--- src/hdl/dq_pkg.sv ---
// shared types and constants of the double-ended queue
`timescale 1ns / 1ps

package dq_pkg;

  localparam int DEPTH_DEF = 16;
  localparam int WORD_W    = 32;
  localparam int COUNT_W   = 5;

  typedef enum logic [1:0] {
    OP_PUSH_FRONT = 2'd0,
    OP_POP_FRONT  = 2'd1,
    OP_PUSH_BACK  = 2'd2,
    OP_POP_BACK   = 2'd3
  } op_t;

  typedef enum logic [1:0] {
    ST_OK    = 2'd0,
    ST_EMPTY = 2'd1,
    ST_FULL  = 2'd2
  } status_t;

  // per-item result control that travels beside the memory read
  typedef struct packed {
    logic                pop_ok;
    status_t             status;
    logic [COUNT_W-1:0]  count;
  } meta_t;

endpackage

--- src/hdl/dq_ifs.sv ---
// valid/ready channel interfaces for requests and results
`timescale 1ns / 1ps

interface dq_req_if;
  logic                                 valid;
  logic                                 ready;
  logic [1:0]                           op;
  logic signed [dq_pkg::WORD_W-1:0]     value_in;

  modport source (output valid, output op, output value_in, input ready);
  modport sink   (input valid, input op, input value_in, output ready);
endinterface

interface dq_rsp_if;
  logic                                 valid;
  logic                                 ready;
  logic signed [dq_pkg::WORD_W-1:0]     value_out;
  logic [1:0]                           status;
  logic [dq_pkg::COUNT_W-1:0]           count_out;

  modport source (output valid, output value_out, output status, output count_out,
                  input ready);
  modport sink   (input valid, input value_out, input status, input count_out,
                  output ready);
endinterface

--- src/hdl/double_ended_queue_top.sv ---
// top level of the bounded double-ended queue
`timescale 1ns / 1ps

// bounded double-ended queue of DEPTH signed 32-bit words in a circular buffer.
// each request transfer (op: push front, pop front, push back, pop back)
// yields exactly one result transfer with the popped word (zero for pushes and
// failed pops), a status (ok, pop on empty, push on full) and the element count
// after the request, taken modulo 32. the words live in a single-port
// synchronous ram; the front index and count sit in flip-flops. on a request
// transfer, pushes write the ram and pops issue the ram read; the word is
// registered in the ram read register and moves into the result register
// when stage one advances, so a result passes through stage one and the
// result register before it is presented. the block takes one request every
// cycle while results are drained. a push followed at once
// by a pop of the same slot is safe because the write lands at the earlier edge.
// a result left waiting in the output register does not stop the next request;
// a second waiting result does. no request is taken during reset. ram contents
// are not cleared at reset: only slots written by a push are ever read.

module double_ended_queue_top #(
  parameter int DEPTH = dq_pkg::DEPTH_DEF
) (
  input  logic  clk,
  input  logic  rst_n,
  dq_req_if.sink   in_chan,
  dq_rsp_if.source out_chan
);

  localparam int AW = $clog2(DEPTH);
  localparam int CW = $clog2(DEPTH + 1);

  // handshake of the request side
  logic in_acc;
  logic s1_adv;

  // ram request from the pointer logic
  logic                        mem_we, mem_re;
  logic [AW-1:0]               mem_addr;
  logic [dq_pkg::WORD_W-1:0]   mem_wdata, mem_rdata;
  dq_pkg::meta_t               meta;

  // stage one: ram read in flight
  logic          s1_valid_r, s1_valid_nxt;
  dq_pkg::meta_t s1_meta_r;

  // result register
  logic                        out_valid_r, out_valid_nxt;
  logic [dq_pkg::WORD_W-1:0]   out_value_r;
  dq_pkg::status_t             out_status_r;
  logic [dq_pkg::COUNT_W-1:0]  out_count_r;

  // stage one moves on whenever the result register is free or being emptied
  assign s1_adv         = !out_valid_r || out_chan.ready;
  assign in_chan.ready  = rst_n && (!s1_valid_r || s1_adv);
  assign in_acc         = in_chan.valid && in_chan.ready;

  dq_ctrl #(
    .DEPTH (DEPTH),
    .AW    (AW),
    .CW    (CW)
  ) u_ctrl (
    .clk       (clk),
    .rst_n     (rst_n),
    .accept    (in_acc),
    .op        (dq_pkg::op_t'(in_chan.op)),
    .value_in  (in_chan.value_in),
    .mem_we    (mem_we),
    .mem_re    (mem_re),
    .mem_addr  (mem_addr),
    .mem_wdata (mem_wdata),
    .meta      (meta)
  );

  dq_mem #(
    .DEPTH (DEPTH),
    .AW    (AW)
  ) u_mem (
    .clk   (clk),
    .we    (mem_we),
    .re    (mem_re),
    .addr  (mem_addr),
    .wdata (mem_wdata),
    .rdata (mem_rdata)
  );

  // stage one valid: set by a request transfer, cleared once it moves on
  always_comb begin
    if (in_acc) begin
      s1_valid_nxt = 1'b1;
    end else if (s1_adv) begin
      s1_valid_nxt = 1'b0;
    end else begin
      s1_valid_nxt = s1_valid_r;
    end
  end

  always_comb begin
    if (s1_valid_r && s1_adv) begin
      out_valid_nxt = 1'b1;
    end else if (out_chan.ready) begin
      out_valid_nxt = 1'b0;
    end else begin
      out_valid_nxt = out_valid_r;
    end
  end

  always_ff @(posedge clk) begin
    if (!rst_n) begin
      s1_valid_r  <= 1'b0;
      out_valid_r <= 1'b0;
    end else begin
      s1_valid_r  <= s1_valid_nxt;
      out_valid_r <= out_valid_nxt;
    end
  end

  // payload registers, no reset needed
  always_ff @(posedge clk) begin
    if (in_acc) begin
      s1_meta_r <= meta;
    end
    if (s1_valid_r && s1_adv) begin
      out_value_r  <= s1_meta_r.pop_ok ? mem_rdata : '0;
      out_status_r <= s1_meta_r.status;
      out_count_r  <= s1_meta_r.count;
    end
  end

  assign out_chan.valid     = out_valid_r;
  assign out_chan.value_out = out_value_r;
  assign out_chan.status    = out_status_r;
  assign out_chan.count_out = out_count_r;

  // a request transfer always finds stage one free or moving on
  a_no_overrun: assert property (@(posedge clk) disable iff (!rst_n)
    in_acc |-> (!s1_valid_r || s1_adv))
    else $error("request taken over a stalled ram read");

  // every request transfer occupies stage one on the next cycle
  a_s1_follows: assert property (@(posedge clk) disable iff (!rst_n)
    in_acc |=> s1_valid_r)
    else $error("request transfer lost before stage one");

  // failed operations return a zero word
  a_zero_word: assert property (@(posedge clk) disable iff (!rst_n)
    (out_valid_r && (out_status_r == dq_pkg::ST_EMPTY || out_status_r == dq_pkg::ST_FULL))
      |-> (out_value_r == '0))
    else $error("non-zero word on a failed operation");

  // a waiting result holds until transferred
  a_out_hold: assert property (@(posedge clk) disable iff (!rst_n)
    (out_valid_r && !out_chan.ready) |=> (out_valid_r && $stable(out_value_r)))
    else $error("waiting result changed");

endmodule

--- src/hdl/dq_mem.sv ---
// entry store: single-port synchronous ram with registered read data
`timescale 1ns / 1ps

module dq_mem #(
  parameter int DEPTH = dq_pkg::DEPTH_DEF,
  parameter int AW    = $clog2(DEPTH)
) (
  input  logic                          clk,
  input  logic                          we,
  input  logic                          re,
  input  logic [AW-1:0]                 addr,
  input  logic [dq_pkg::WORD_W-1:0]     wdata,
  output logic [dq_pkg::WORD_W-1:0]     rdata
);

  logic [dq_pkg::WORD_W-1:0] mem [DEPTH];
  logic [dq_pkg::WORD_W-1:0] rdata_r;

  always_ff @(posedge clk) begin
    if (we) begin
      mem[addr] <= wdata;
    end
  end

  always_ff @(posedge clk) begin
    if (re) begin
      rdata_r <= mem[addr];
    end
  end

  assign rdata = rdata_r;

endmodule

--- src/hdl/dq_ctrl.sv ---
// front index and element count, status decision and ram addressing
`timescale 1ns / 1ps

module dq_ctrl #(
  parameter int DEPTH = dq_pkg::DEPTH_DEF,
  parameter int AW    = $clog2(DEPTH),
  parameter int CW    = $clog2(DEPTH + 1)
) (
  input  logic                          clk,
  input  logic                          rst_n,
  input  logic                          accept,
  input  dq_pkg::op_t                   op,
  input  logic [dq_pkg::WORD_W-1:0]     value_in,
  output logic                          mem_we,
  output logic                          mem_re,
  output logic [AW-1:0]                 mem_addr,
  output logic [dq_pkg::WORD_W-1:0]     mem_wdata,
  output dq_pkg::meta_t                 meta
);

  localparam int SW = CW + 1;
  localparam int OW = dq_pkg::COUNT_W;
  localparam logic [CW-1:0] FULL_CNT = CW'(DEPTH);
  localparam logic [AW-1:0] LAST_IDX = AW'(DEPTH - 1);
  localparam logic [SW-1:0] DEPTH_S  = SW'(DEPTH);

  logic [AW-1:0] front_r, front_nxt;
  logic [CW-1:0] count_r, count_nxt;

  logic          full, empty, is_pop;
  logic [AW-1:0] front_dec, front_inc, back_addr;
  logic [CW-1:0] offs;
  logic [SW-1:0] sum, wrapped;

  assign full   = (count_r == FULL_CNT);
  assign empty  = (count_r == '0);
  assign is_pop = (op == dq_pkg::OP_POP_FRONT) || (op == dq_pkg::OP_POP_BACK);

  assign front_dec = (front_r == '0) ? LAST_IDX : front_r - AW'(1);
  assign front_inc = (front_r == LAST_IDX) ? '0 : front_r + AW'(1);

  // back slot: front + count for a push, front + count - 1 for a pop
  assign offs    = is_pop ? count_r - CW'(1) : count_r;
  assign sum     = SW'(front_r) + SW'(offs);
  assign wrapped = (sum >= DEPTH_S) ? sum - DEPTH_S : sum;
  assign back_addr = wrapped[AW-1:0];

  always_comb begin
    front_nxt   = front_r;
    count_nxt   = count_r;
    mem_we      = 1'b0;
    mem_re      = 1'b0;
    mem_addr    = front_r;
    meta.pop_ok = 1'b0;
    meta.status = dq_pkg::ST_OK;
    unique case (op)
      dq_pkg::OP_PUSH_FRONT: begin
        mem_addr = front_dec;
        if (full) begin
          meta.status = dq_pkg::ST_FULL;
        end else begin
          mem_we    = accept;
          front_nxt = front_dec;
          count_nxt = count_r + CW'(1);
        end
      end
      dq_pkg::OP_PUSH_BACK: begin
        mem_addr = back_addr;
        if (full) begin
          meta.status = dq_pkg::ST_FULL;
        end else begin
          mem_we    = accept;
          count_nxt = count_r + CW'(1);
        end
      end
      dq_pkg::OP_POP_FRONT: begin
        mem_addr = front_r;
        if (empty) begin
          meta.status = dq_pkg::ST_EMPTY;
        end else begin
          mem_re      = accept;
          meta.pop_ok = 1'b1;
          front_nxt   = front_inc;
          count_nxt   = count_r - CW'(1);
        end
      end
      dq_pkg::OP_POP_BACK: begin
        mem_addr = back_addr;
        if (empty) begin
          meta.status = dq_pkg::ST_EMPTY;
        end else begin
          mem_re      = accept;
          meta.pop_ok = 1'b1;
          count_nxt   = count_r - CW'(1);
        end
      end
      default: begin
        mem_addr = front_r;
      end
    endcase
    // count field is the low bits of the element count
    meta.count = OW'(count_nxt);
  end

  assign mem_wdata  = value_in;

  always_ff @(posedge clk) begin
    if (!rst_n) begin
      front_r <= '0;
      count_r <= '0;
    end else if (accept) begin
      front_r <= front_nxt;
      count_r <= count_nxt;
    end
  end

endmodule

--- src/flat_wrapper.sv ---
// flat-port wrapper written by rule: the top's interface ports become plain ports
module double_ended_queue_top_flat 
#(
  parameter int DEPTH = dq_pkg::DEPTH_DEF
)
  (clk, rst_n, in_chan_valid, in_chan_op, in_chan_value_in, in_chan_ready, out_chan_valid, out_chan_value_out, out_chan_status, out_chan_count_out, out_chan_ready);
  dq_req_if in_chan_i ();
  dq_rsp_if out_chan_i ();
  input  logic clk;
  input  logic rst_n;
  input wire logic [$bits(in_chan_i.valid)-1:0] in_chan_valid;
  input wire logic [$bits(in_chan_i.op)-1:0] in_chan_op;
  input wire logic [$bits(in_chan_i.value_in)-1:0] in_chan_value_in;
  output wire logic [$bits(in_chan_i.ready)-1:0] in_chan_ready;
  output wire logic [$bits(out_chan_i.valid)-1:0] out_chan_valid;
  output wire logic [$bits(out_chan_i.value_out)-1:0] out_chan_value_out;
  output wire logic [$bits(out_chan_i.status)-1:0] out_chan_status;
  output wire logic [$bits(out_chan_i.count_out)-1:0] out_chan_count_out;
  input wire logic [$bits(out_chan_i.ready)-1:0] out_chan_ready;
  assign in_chan_i.valid = in_chan_valid;
  assign in_chan_i.op = in_chan_op;
  assign in_chan_i.value_in = in_chan_value_in;
  assign in_chan_ready = in_chan_i.ready;
  assign out_chan_valid = out_chan_i.valid;
  assign out_chan_value_out = out_chan_i.value_out;
  assign out_chan_status = out_chan_i.status;
  assign out_chan_count_out = out_chan_i.count_out;
  assign out_chan_i.ready = out_chan_ready;
  double_ended_queue_top #(.DEPTH(DEPTH)) u_core (.clk(clk), .rst_n(rst_n), .in_chan(in_chan_i), .out_chan(out_chan_i));
endmodule
--- config.mk ---
export PLATFORM = sky130hd
export DESIGN_NAME = double_ended_queue_top_flat
export DESIGN_NICKNAME = d
export VERILOG_FILES = /design/src/hdl/dq_pkg.sv /design/src/hdl/dq_ifs.sv /design/src/hdl/double_ended_queue_top.sv /design/src/hdl/dq_mem.sv /design/src/hdl/dq_ctrl.sv /design/src/flat_wrapper.sv
export SDC_FILE = /design/constraint.sdc
export NUM_CORES = 1
export LEC_CHECK = 0
export BUFFER_PORTS_ARGS = -buffer_cell sky130_fd_sc_hd__buf_2
export CAP_MARGIN = 20
export CORE_MARGIN = 2
export CORE_UTILIZATION = 45
export DETAILED_ROUTE_END_ITERATION = 6
export GPL_TIMING_DRIVEN = 0
export MAX_ROUTING_LAYER = met4
export PLACE_DENSITY_LB_ADDON = 0.05
export SYNTH_ARGS = -nofsm -noshare
export SYNTH_HDL_FRONTEND = slang
export SYNTH_SLANG_ARGS = --single-unit
--- constraint.sdc ---
create_clock -name clk -period 4.5 [get_ports clk]
set_input_delay 0 -clock clk [delete_from_list [all_inputs] [get_ports clk]]
set_output_delay 0 -clock clk [all_outputs]
set_load 0.03 [all_outputs]
=== Word-level counts from Yosys, hierarchy flattened ===
Memories as Yosys holds them, arrays and structs flattened. A register that Yosys moved wholly into a read port is not among the register bits.
Index checks and enable logic that the tools add are counted.

* Bits of input ports: 38
* Memory bits (writable): 512
* Bits in registers: 58
* Memories kept: 1
* Output and inout port bits: 41
* Word-level logic and storage cells: 68

* Eq/ne operators: 7
* $add $sub $neg: 6
* Order comparisons: 1
* Reduce and logical (&&, ||, !) cells: 18
* Muxes and demuxes: 25

{| class="wikitable"
|+ Memory list
! memory !! words !! width !! rd ports !! clocked after memory_dff !! wr ports !! line !! source
|-
| u_core.u_mem.mem || 16 || 32 || 1 || 1 || 1 || dq_mem.sv:16 || <nowiki>logic [dq_pkg::WORD_W-1:0] mem [DEPTH];</nowiki>
|}

{| class="wikitable"
|+ Operators with widths
! cell !! number
|-
| $mux W4 || 5
|-
| $mux W5 || 3
|-
| $mux W1 || 12
|-
| $pmux W4 S3 || 1
|-
| $pmux W5 S2 || 1
|-
| $pmux W4 S2 || 1
|-
| $sub A4 B1 Y4 const B || 2
|-
| $add A4 B5 Y6 || 1
|-
| $ge A6 B5 Y1 const B || 1
|-
| $reduce_bool A2 Y1 || 3
|-
| $reduce_or A2 Y1 || 3
|-
| $add A5 B1 Y5 const B || 1
|-
| $eq A5 B5 Y1 const B || 1
|-
| $logic_not A5 Y1 || 1
|-
| $sub A5 B1 Y5 const B || 1
|-
| $add A4 B1 Y4 const B || 1
|-
| $eq A2 B2 Y1 const B || 2
|-
| $eq A4 B4 Y1 const B || 1
|-
| $logic_not A4 Y1 || 1
|-
| $ne A2 B2 Y1 const B || 2
|-
| $pmux W2 S2 || 1
|-
| $reduce_and A4 Y1 || 1
|-
| $logic_and A1 B1 Y1 || 3
|-
| $logic_or A1 B1 Y1 || 3
|-
| 4 further kinds || 5
|}

=== Depth between registers and ports, before layout ===
* Depth after elaboration: 9
* Gate-level depth with buffers: 15

=== Modules after synthesis ===
Synthesis repeated with hierarchy kept, for this count alone.

* Cells, all modules: 1121
* Area, all modules: 23356.2 sq um

{| class="wikitable"
|+ Modules (own cells, without submodules)
! module !! instances !! cells each !! seq. area each (sq um) !! area each (sq um)
|-
| dq_mem || 1 || 840 || 16335.7 || 20183.1
|-
| double_ended_queue_top || 1 || 92 || 1451.4 || 1762.9
|-
| dq_ctrl || 1 || 189 || 180.2 || 1410.1
|}

=== Worst setup path after synthesis ===
OpenSTA, ideal clock, no wires.

* Path type: reg2reg
* From: reg u_core.u_ctrl.count_r[0]
* To: mem u_core.u_mem.mem[2][0] in the netlist's numbering, enable pin
* Period minus slack after synthesis: 4527 ps
* Arrival time: 4105 ps
* Path buffers: 4
* Data required time: 4079 ps
* Setup slack: -27 ps
* Stages on the path, launching flop included: 14
* Cells stage by stage: dfxtp_1 buf_4 inv_1 ha_1 a21oi_1 inv_1 fa_1 nand2b_1 o31ai_1 buf_2 buf_2 buf_2 or3b_1 nor2_1

* Longest elaborated chain between the ends: 6
* Elaborated cells on any way between the ends: 12

{| class="wikitable"
|+ RTL lines
! element !! line !! source
|-
| from (decl) || dq_ctrl.sv:28 || <nowiki>logic [CW-1:0] count_r, count_nxt;</nowiki>
|-
| from (signal assigned) || dq_ctrl.sv:113 || <nowiki>count_r <= count_nxt;</nowiki>
|-
| $sub A5 B1 Y5 || dq_ctrl.sv:43 || <nowiki>assign offs = is_pop ? count_r - CW'(1) : count_r;</nowiki>
|-
| $mux W5 || dq_ctrl.sv:43 ||
|-
| $add A4 B5 Y6 || dq_ctrl.sv:44 || <nowiki>assign sum = SW'(front_r) + SW'(offs);</nowiki>
|-
| $ge A6 B5 Y1 or $sub A4 B1 Y4 (tied branches) || dq_ctrl.sv:45 || <nowiki>assign wrapped = (sum >= DEPTH_S) ? sum - DEPTH_S : sum;</nowiki>
|-
| $mux W4 || dq_ctrl.sv:45 ||
|-
| $pmux W4 S3 || dq_ctrl.sv:56 || <nowiki>unique case (op)</nowiki>
|-
| to (decl) || dq_mem.sv:16 ||
|}

Parallel ways exist; a longest one is shown, timed or not.

=== Final worst setup path ===
* From: reg u_core.u_ctrl.count_r[0]
* To: mem u_core.u_mem.mem[8][4] in the netlist's numbering, enable pin

Same word-level chain as after synthesis.

==> report_table.html <==
<table>
<tr><th>Metric</th><th>Value</th></tr>
<tr><th colspan="2">Status</th></tr>
<tr><td>Run status</td><td>finished, final reports clean</td></tr>
<tr><th colspan="2">Setup path</th></tr>
<tr><td>Largest incremental delay on the critical path</td><td>roughly 0.46 ns</td></tr>
<tr><td>CP max-delay cell</td><td>sky130_fd_sc_hd__nand4b_1</td></tr>
<tr><td>CP Max Fanout</td><td>10</td></tr>
<tr><td>Kind of launch point of the worst setup path</td><td>register</td></tr>
<tr><td>Required time of the critical path</td><td>about 4.8 ns</td></tr>
<tr><td>Arrival time of data at the critical path endpoint</td><td>between 4 and 5 ns</td></tr>
<tr><td>Class of the most critical setup path</td><td>register to register</td></tr>
<tr><td>CP Cell Sequence</td><td>buf_4 &gt; inv_1 &gt; ha_1 &gt; a21oi_1 &gt; ha_1 &gt; a21o_1 &gt; a21oi_1 &gt; xnor2_1 &gt; a21oi_2 &gt; buf_6 &gt; buf_6 &gt; nand4b_1 &gt; nor2_4 &gt; buf_4</td></tr>
<tr><td>Kind of capture point of the worst setup path</td><td>register</td></tr>
<tr><th colspan="2">STA</th></tr>
<tr><td>Slew margin rel.</td><td>25.00%</td></tr>
<tr><td>Slew Limit Fails</td><td>0</td></tr>
<tr><td>Final setup violation count</td><td>0</td></tr>
<tr><td>Worst clock skew on the final layout</td><td>~0.027 ns</td></tr>
<tr><td>Final worst setup slack</td><td>0.2680 ns</td></tr>
<tr><td>Fin crit share</td><td>a little over nine tenths</td></tr>
<tr><td>Max Fclk</td><td>approximately 240 MHz</td></tr>
<tr><td>Final number of hold-violating endpoints</td><td>0</td></tr>
<tr><td>Fin crit period</td><td>about 4.2 ns</td></tr>
<tr><td>Hold WS</td><td>roughly 0.047 ns</td></tr>
<tr><td>Worst-margin pin slew</td><td>around 1.1 ns</td></tr>
<tr><th colspan="2">Finish</th></tr>
<tr><td>Area overhead of the layout relative to synthesis</td><td>18.76%</td></tr>
<tr><td>Ant diodes</td><td>0</td></tr>
<tr><td>Layout Utilization</td><td>53.84%</td></tr>
<tr><td>Share of layout cells above drive strength 1</td><td>roughly 18%</td></tr>
<tr><td>Final nets</td><td>approximately 1,600</td></tr>
<tr><th colspan="2">Run</th></tr>
<tr><td>Number of violations of the max-capacitance limit</td><td>0</td></tr>
<tr><th colspan="2">Placement</th></tr>
<tr><td>Detailed-placement wirelength estimate</td><td>34.57 mm</td></tr>
<tr><td>Final RePlAce weighted congestion</td><td>~0.75</td></tr>
<tr><td>Worst setup slack after placement</td><td>-0.3818 ns</td></tr>
<tr><td>Count of input and output buffers</td><td>78</td></tr>
<tr><th colspan="2">Floorplan</th></tr>
<tr><td>Die Outline Area</td><td>about 56,000 µm²</td></tr>
<tr><td>Die Wd</td><td>236.4 µm</td></tr>
<tr><td>Floorplan core area</td><td>~54,000 µm²</td></tr>
<tr><td>Number of primary I/O pins</td><td>79</td></tr>
<tr><td>Initial core utilization</td><td>about 45%</td></tr>
<tr><td>Count of standard-cell rows</td><td>85</td></tr>
<tr><td>Vertical die dimension</td><td>between 200 and 250 µm</td></tr>
<tr><th colspan="2">Global route</th></tr>
<tr><td>Grt total ovfl</td><td>0</td></tr>
<tr><td>Number of antenna violations at the first check in global routing</td><td>1</td></tr>
<tr><td>Wire length of the first global-routing pass</td><td>82.25 mm</td></tr>
<tr><td>Pin count of the biggest net entering global routing</td><td>25</td></tr>
<tr><td>Global routing usage summed across all routing layers</td><td>around a fifth</td></tr>
<tr><td>Via count of the first global-routing pass</td><td>between 10,000 and 15,000</td></tr>
<tr><th colspan="2">Pwr</th></tr>
<tr><td>Total power per unit cell area</td><td>467.1 nW/µm²</td></tr>
<tr><td>Leak Pwr</td><td>between 0.01 and 0.015 µW</td></tr>
<tr><td>Highest ir drop seen on vdd</td><td>between 0.0003 and 0.0004 V</td></tr>
<tr><th colspan="2">Route</th></tr>
<tr><td>Routed length per instance</td><td>about 24 µm</td></tr>
<tr><td>Initial DRT Pass Iterations</td><td>5</td></tr>
<tr><td>Total via count in the routed design</td><td>12,240</td></tr>
<tr><td>Drc violations</td><td>0</td></tr>
<tr><td>Vias per cell</td><td>about 5.3</td></tr>
<tr><td>Routed Wire Length</td><td>56.29 mm</td></tr>
<tr><td>Post-route antenna net violation count</td><td>0</td></tr>
<tr><td>Detailed router's first-iteration violation count</td><td>between 800 and 900</td></tr>
<tr><th colspan="2">Yosys</th></tr>
<tr><td>Net Count, Synth</td><td>~1,400</td></tr>
<tr><td>Part of the Yosys area used for sequential elements</td><td>between 70% and 80%</td></tr>
<tr><td>Prevailing post-synth register cell</td><td>sky130_fd_sc_hd__edfxtp_1</td></tr>
<tr><td>Post-synthesis cell area</td><td>between 20,000 and 25,000 µm²</td></tr>
<tr><td>Async SR Flop Fraction</td><td>0%</td></tr>
<tr><td>Post-synth top area share</td><td>73.03%</td></tr>
<tr><td>Synthesis Warnings</td><td>0</td></tr>
<tr><td>Biggest area contributors in the synthesized netlist</td><td>sky130_fd_sc_hd__edfxtp_1 73%, sky130_fd_sc_hd__mux2i_1 20%, sky130_fd_sc_hd__buf_2 1.1%</td></tr>
<tr><td>Gate count after technology mapping</td><td>approximately 1,300</td></tr>
<tr><td>Register bit total from synthesis</td><td>approximately 600</td></tr>
<tr><td>Number of enable flip-flop cells after synthesis</td><td>approximately 590</td></tr>
<tr><td>Cell type with the highest aggregate area in the netlist</td><td>sky130_fd_sc_hd__edfxtp_1</td></tr>
<tr><td>Synth cell types</td><td>50</td></tr>
<tr><td>Average cell area after synthesis</td><td>18.13 µm²</td></tr>
<tr><th colspan="2">Clocking</th></tr>
<tr><td>Maximum number of buffers from clock root to sink</td><td>3</td></tr>
<tr><td>Insertion delay of the later-clocked pin in the worst-skew pair</td><td>around 0.60 ns</td></tr>
<tr><td>Number of buffers created by CTS</td><td>67</td></tr>
<tr><td>Clock-pin slew on the worst setup and hold paths</td><td>0.05 ns</td></tr>
<tr><td>CTS Root Cell</td><td>sky130_fd_sc_hd__clkbuf_16</td></tr>
<tr><td>Sinks on Clock Net</td><td>between 600 and 700</td></tr>
<tr><td>H-tree depth reported by CTS</td><td>3</td></tr>
<tr><td>TritonCTS clock tree</td><td>done</td></tr>
<tr><th colspan="2">Hold path</th></tr>
<tr><td>Worst min-delay path category</td><td>input pin to register</td></tr>
</table>
==> flip-flops by register name, indices dropped and copies added (netlist names), 2 cells and up <==
name                       count
u_core.out_chan.status         2
u_core.s1_meta_r               8
u_core.u_ctrl.count_r          5
u_core.u_mem.mem             512
u_core.u_ctrl.front_r          4
u_core.out_chan.count_out      5
u_core.u_mem.rdata            32
u_core.out_chan.value_out     32
==> power by group <==
group / internal, µW / switching (µW) / total (µW)
clock network: 3040 / 2120 / 5160
logic: 784 / 1200 / 1980
registers: 6300 / 30.8 / 6330
==> cell families (layout without fill, tap and decap cells) <==
| family | Yosys count | after routing | share of synthesized area [%] |
|---|---|---|---|
| AO/OA/AOI/OAI | 40 | 40 | 1.019 |
| XOR/XNOR | 8 | 8 | 0.2883 |
| adder cells (fa/ha/maj) | 9 | 9 | 0.4943 |
| buffers and inverters | 77 | 353 | 1.586 |
| flip-flops | 602 | 602 | 73.94 |
| multiplexers | 483 | 483 | 19.90 |
| AND/OR/NAND/NOR | 121 | 121 | 2.775 |
==> placed cells by master, fill, tap and decap left out, types with 5 or more instances in the layout <==
cell | Yosys | layout
sky130_fd_sc_hd__inv_1 | 8 | 8
sky130_fd_sc_hd__clkinv_1 | 1 | 20
sky130_fd_sc_hd__ha_1 | 8 | 8
sky130_fd_sc_hd__nand2_1 | 20 | 20
sky130_fd_sc_hd__clkbuf_1 | 7 | 22
sky130_fd_sc_hd__edfxtp_1 | 591 | 591
sky130_fd_sc_hd__buf_4 | 4 | 18
sky130_fd_sc_hd__a21oi_1 | 11 | 11
sky130_fd_sc_hd__o21ai_0 | 8 | 8
sky130_fd_sc_hd__dlygate4sd3_1 | 0 | 37
sky130_fd_sc_hd__nor2b_1 | 10 | 9
sky130_fd_sc_hd__nand2b_1 | 5 | 5
sky130_fd_sc_hd__and2_1 | 35 | 34
sky130_fd_sc_hd__nor2_4 | 0 | 16
sky130_fd_sc_hd__mux2i_1 | 482 | 482
sky130_fd_sc_hd__buf_12 | 0 | 27
sky130_fd_sc_hd__nand3_1 | 9 | 9
sky130_fd_sc_hd__dfxtp_1 | 11 | 11
sky130_fd_sc_hd__clkbuf_16 | 0 | 69
sky130_fd_sc_hd__nor2_1 | 23 | 7
sky130_fd_sc_hd__xnor2_1 | 5 | 5
sky130_fd_sc_hd__buf_2 | 53 | 130
==> worst paths after layout <==
kind                            cells past startpoint  slack (ns)                      from                         to
worst max-delay path                               14        0.27  u_core.u_ctrl.count_r[0]     u_core.u_mem.mem[8][4]
worst min-delay path                                5        0.05             in_chan_op[1]   u_core.u_ctrl.front_r[2]
worst max register to register                     14        0.27  u_core.u_ctrl.count_r[0]     u_core.u_mem.mem[8][4]
worst min register to register                      0        0.42       u_core.s1_meta_r[5]  u_core.out_chan.status[0]
==> layout make-up <==
class,instances,area (µm²)
clock inverter,31,244.0
fill,4300,24740
tap,696,870.8
sequential,602,17970
inverter,10,37.54
buffer,67,350.3
multi-input combinational,661,6077
clock buffer,85,1797
timing repair buffer,160,1516
==> Yosys cell counts, types with 2 or more instances <==
library cell               number
sky130_fd_sc_hd__mux2i_1      482
sky130_fd_sc_hd__buf_4          4
sky130_fd_sc_hd__xnor2_1        5
sky130_fd_sc_hd__o21ai_0        8
sky130_fd_sc_hd__or3_1          2
sky130_fd_sc_hd__nand2_1       20
sky130_fd_sc_hd__or4b_1         2
sky130_fd_sc_hd__or3b_1         2
sky130_fd_sc_hd__o21a_1         2
sky130_fd_sc_hd__a22oi_1        2
sky130_fd_sc_hd__nor2_1        23
sky130_fd_sc_hd__inv_1          8
sky130_fd_sc_hd__a21boi_0       3
sky130_fd_sc_hd__buf_2         53
sky130_fd_sc_hd__clkbuf_1       7
sky130_fd_sc_hd__buf_6          2
sky130_fd_sc_hd__nand2b_1       5
sky130_fd_sc_hd__a21oi_1       11
sky130_fd_sc_hd__o21ai_1        3
sky130_fd_sc_hd__a21o_1         3
sky130_fd_sc_hd__and2_1        35
sky130_fd_sc_hd__nand3_1        9
sky130_fd_sc_hd__dfxtp_1       11
sky130_fd_sc_hd__ha_1           8
sky130_fd_sc_hd__nor3_1         4
sky130_fd_sc_hd__edfxtp_1     591
sky130_fd_sc_hd__nor2b_1       10
sky130_fd_sc_hd__xor2_1         3
==> critical path, delay by kind of cell, from the launching register on <==
| family | cells | cell delay (ns) |
|---|---|---|
| XOR/XNOR | 1 | 0.12 |
| AND/OR/NAND/NOR | 2 | 0.81 |
| adder cells (fa/ha/maj) | 2 | 0.59 |
| flip-flops | 1 | 0.33 |
| buffers and inverters | 5 | 1.06 |
| AO/OA/AOI/OAI | 4 | 0.99 |
==> per-layer routing <==
layer | GRT usage (%) | part of all wire (%) | vias to the layer above | wire length [µm]
met4 | 6.214 | 2.2 | 0 | 1235
met1 | 28.09 | 46 | 6196 | 25860
met2 | 33.51 | 48 | 264 | 26830
met3 | 3.359 | 4.2 | 87 | 2364
li1 | - | - | 5690 | -
met5 | - | 0 | - | 0
==> through the flow <==
stage          power [µW]  cell area (µm²)  TNS (ns)  std cells
6_report            13480            28860         0       2312
5_1_grt             13980            28860   -0.2021       2312
4_1_cts             13650            28750         0       2304
3_5_place_dp         8431            26080    -51.22       2132
3_3_place_gp         8381            25560  -1142.91       2114
2_1_floorplan        7766            24300    -2.937       1340
==> repair_timing <==
item | CTS | global route
buffers inserted | 19 | 8
endpoints found under the hold margin | 523 | 0
hold buffers | 37 | 0
pin swaps | 12 | 5
resized for setup | 0 | 1
endpoints found under the setup margin | 312 | 196
Note: power is estimated with default switching activity, not from simulation.
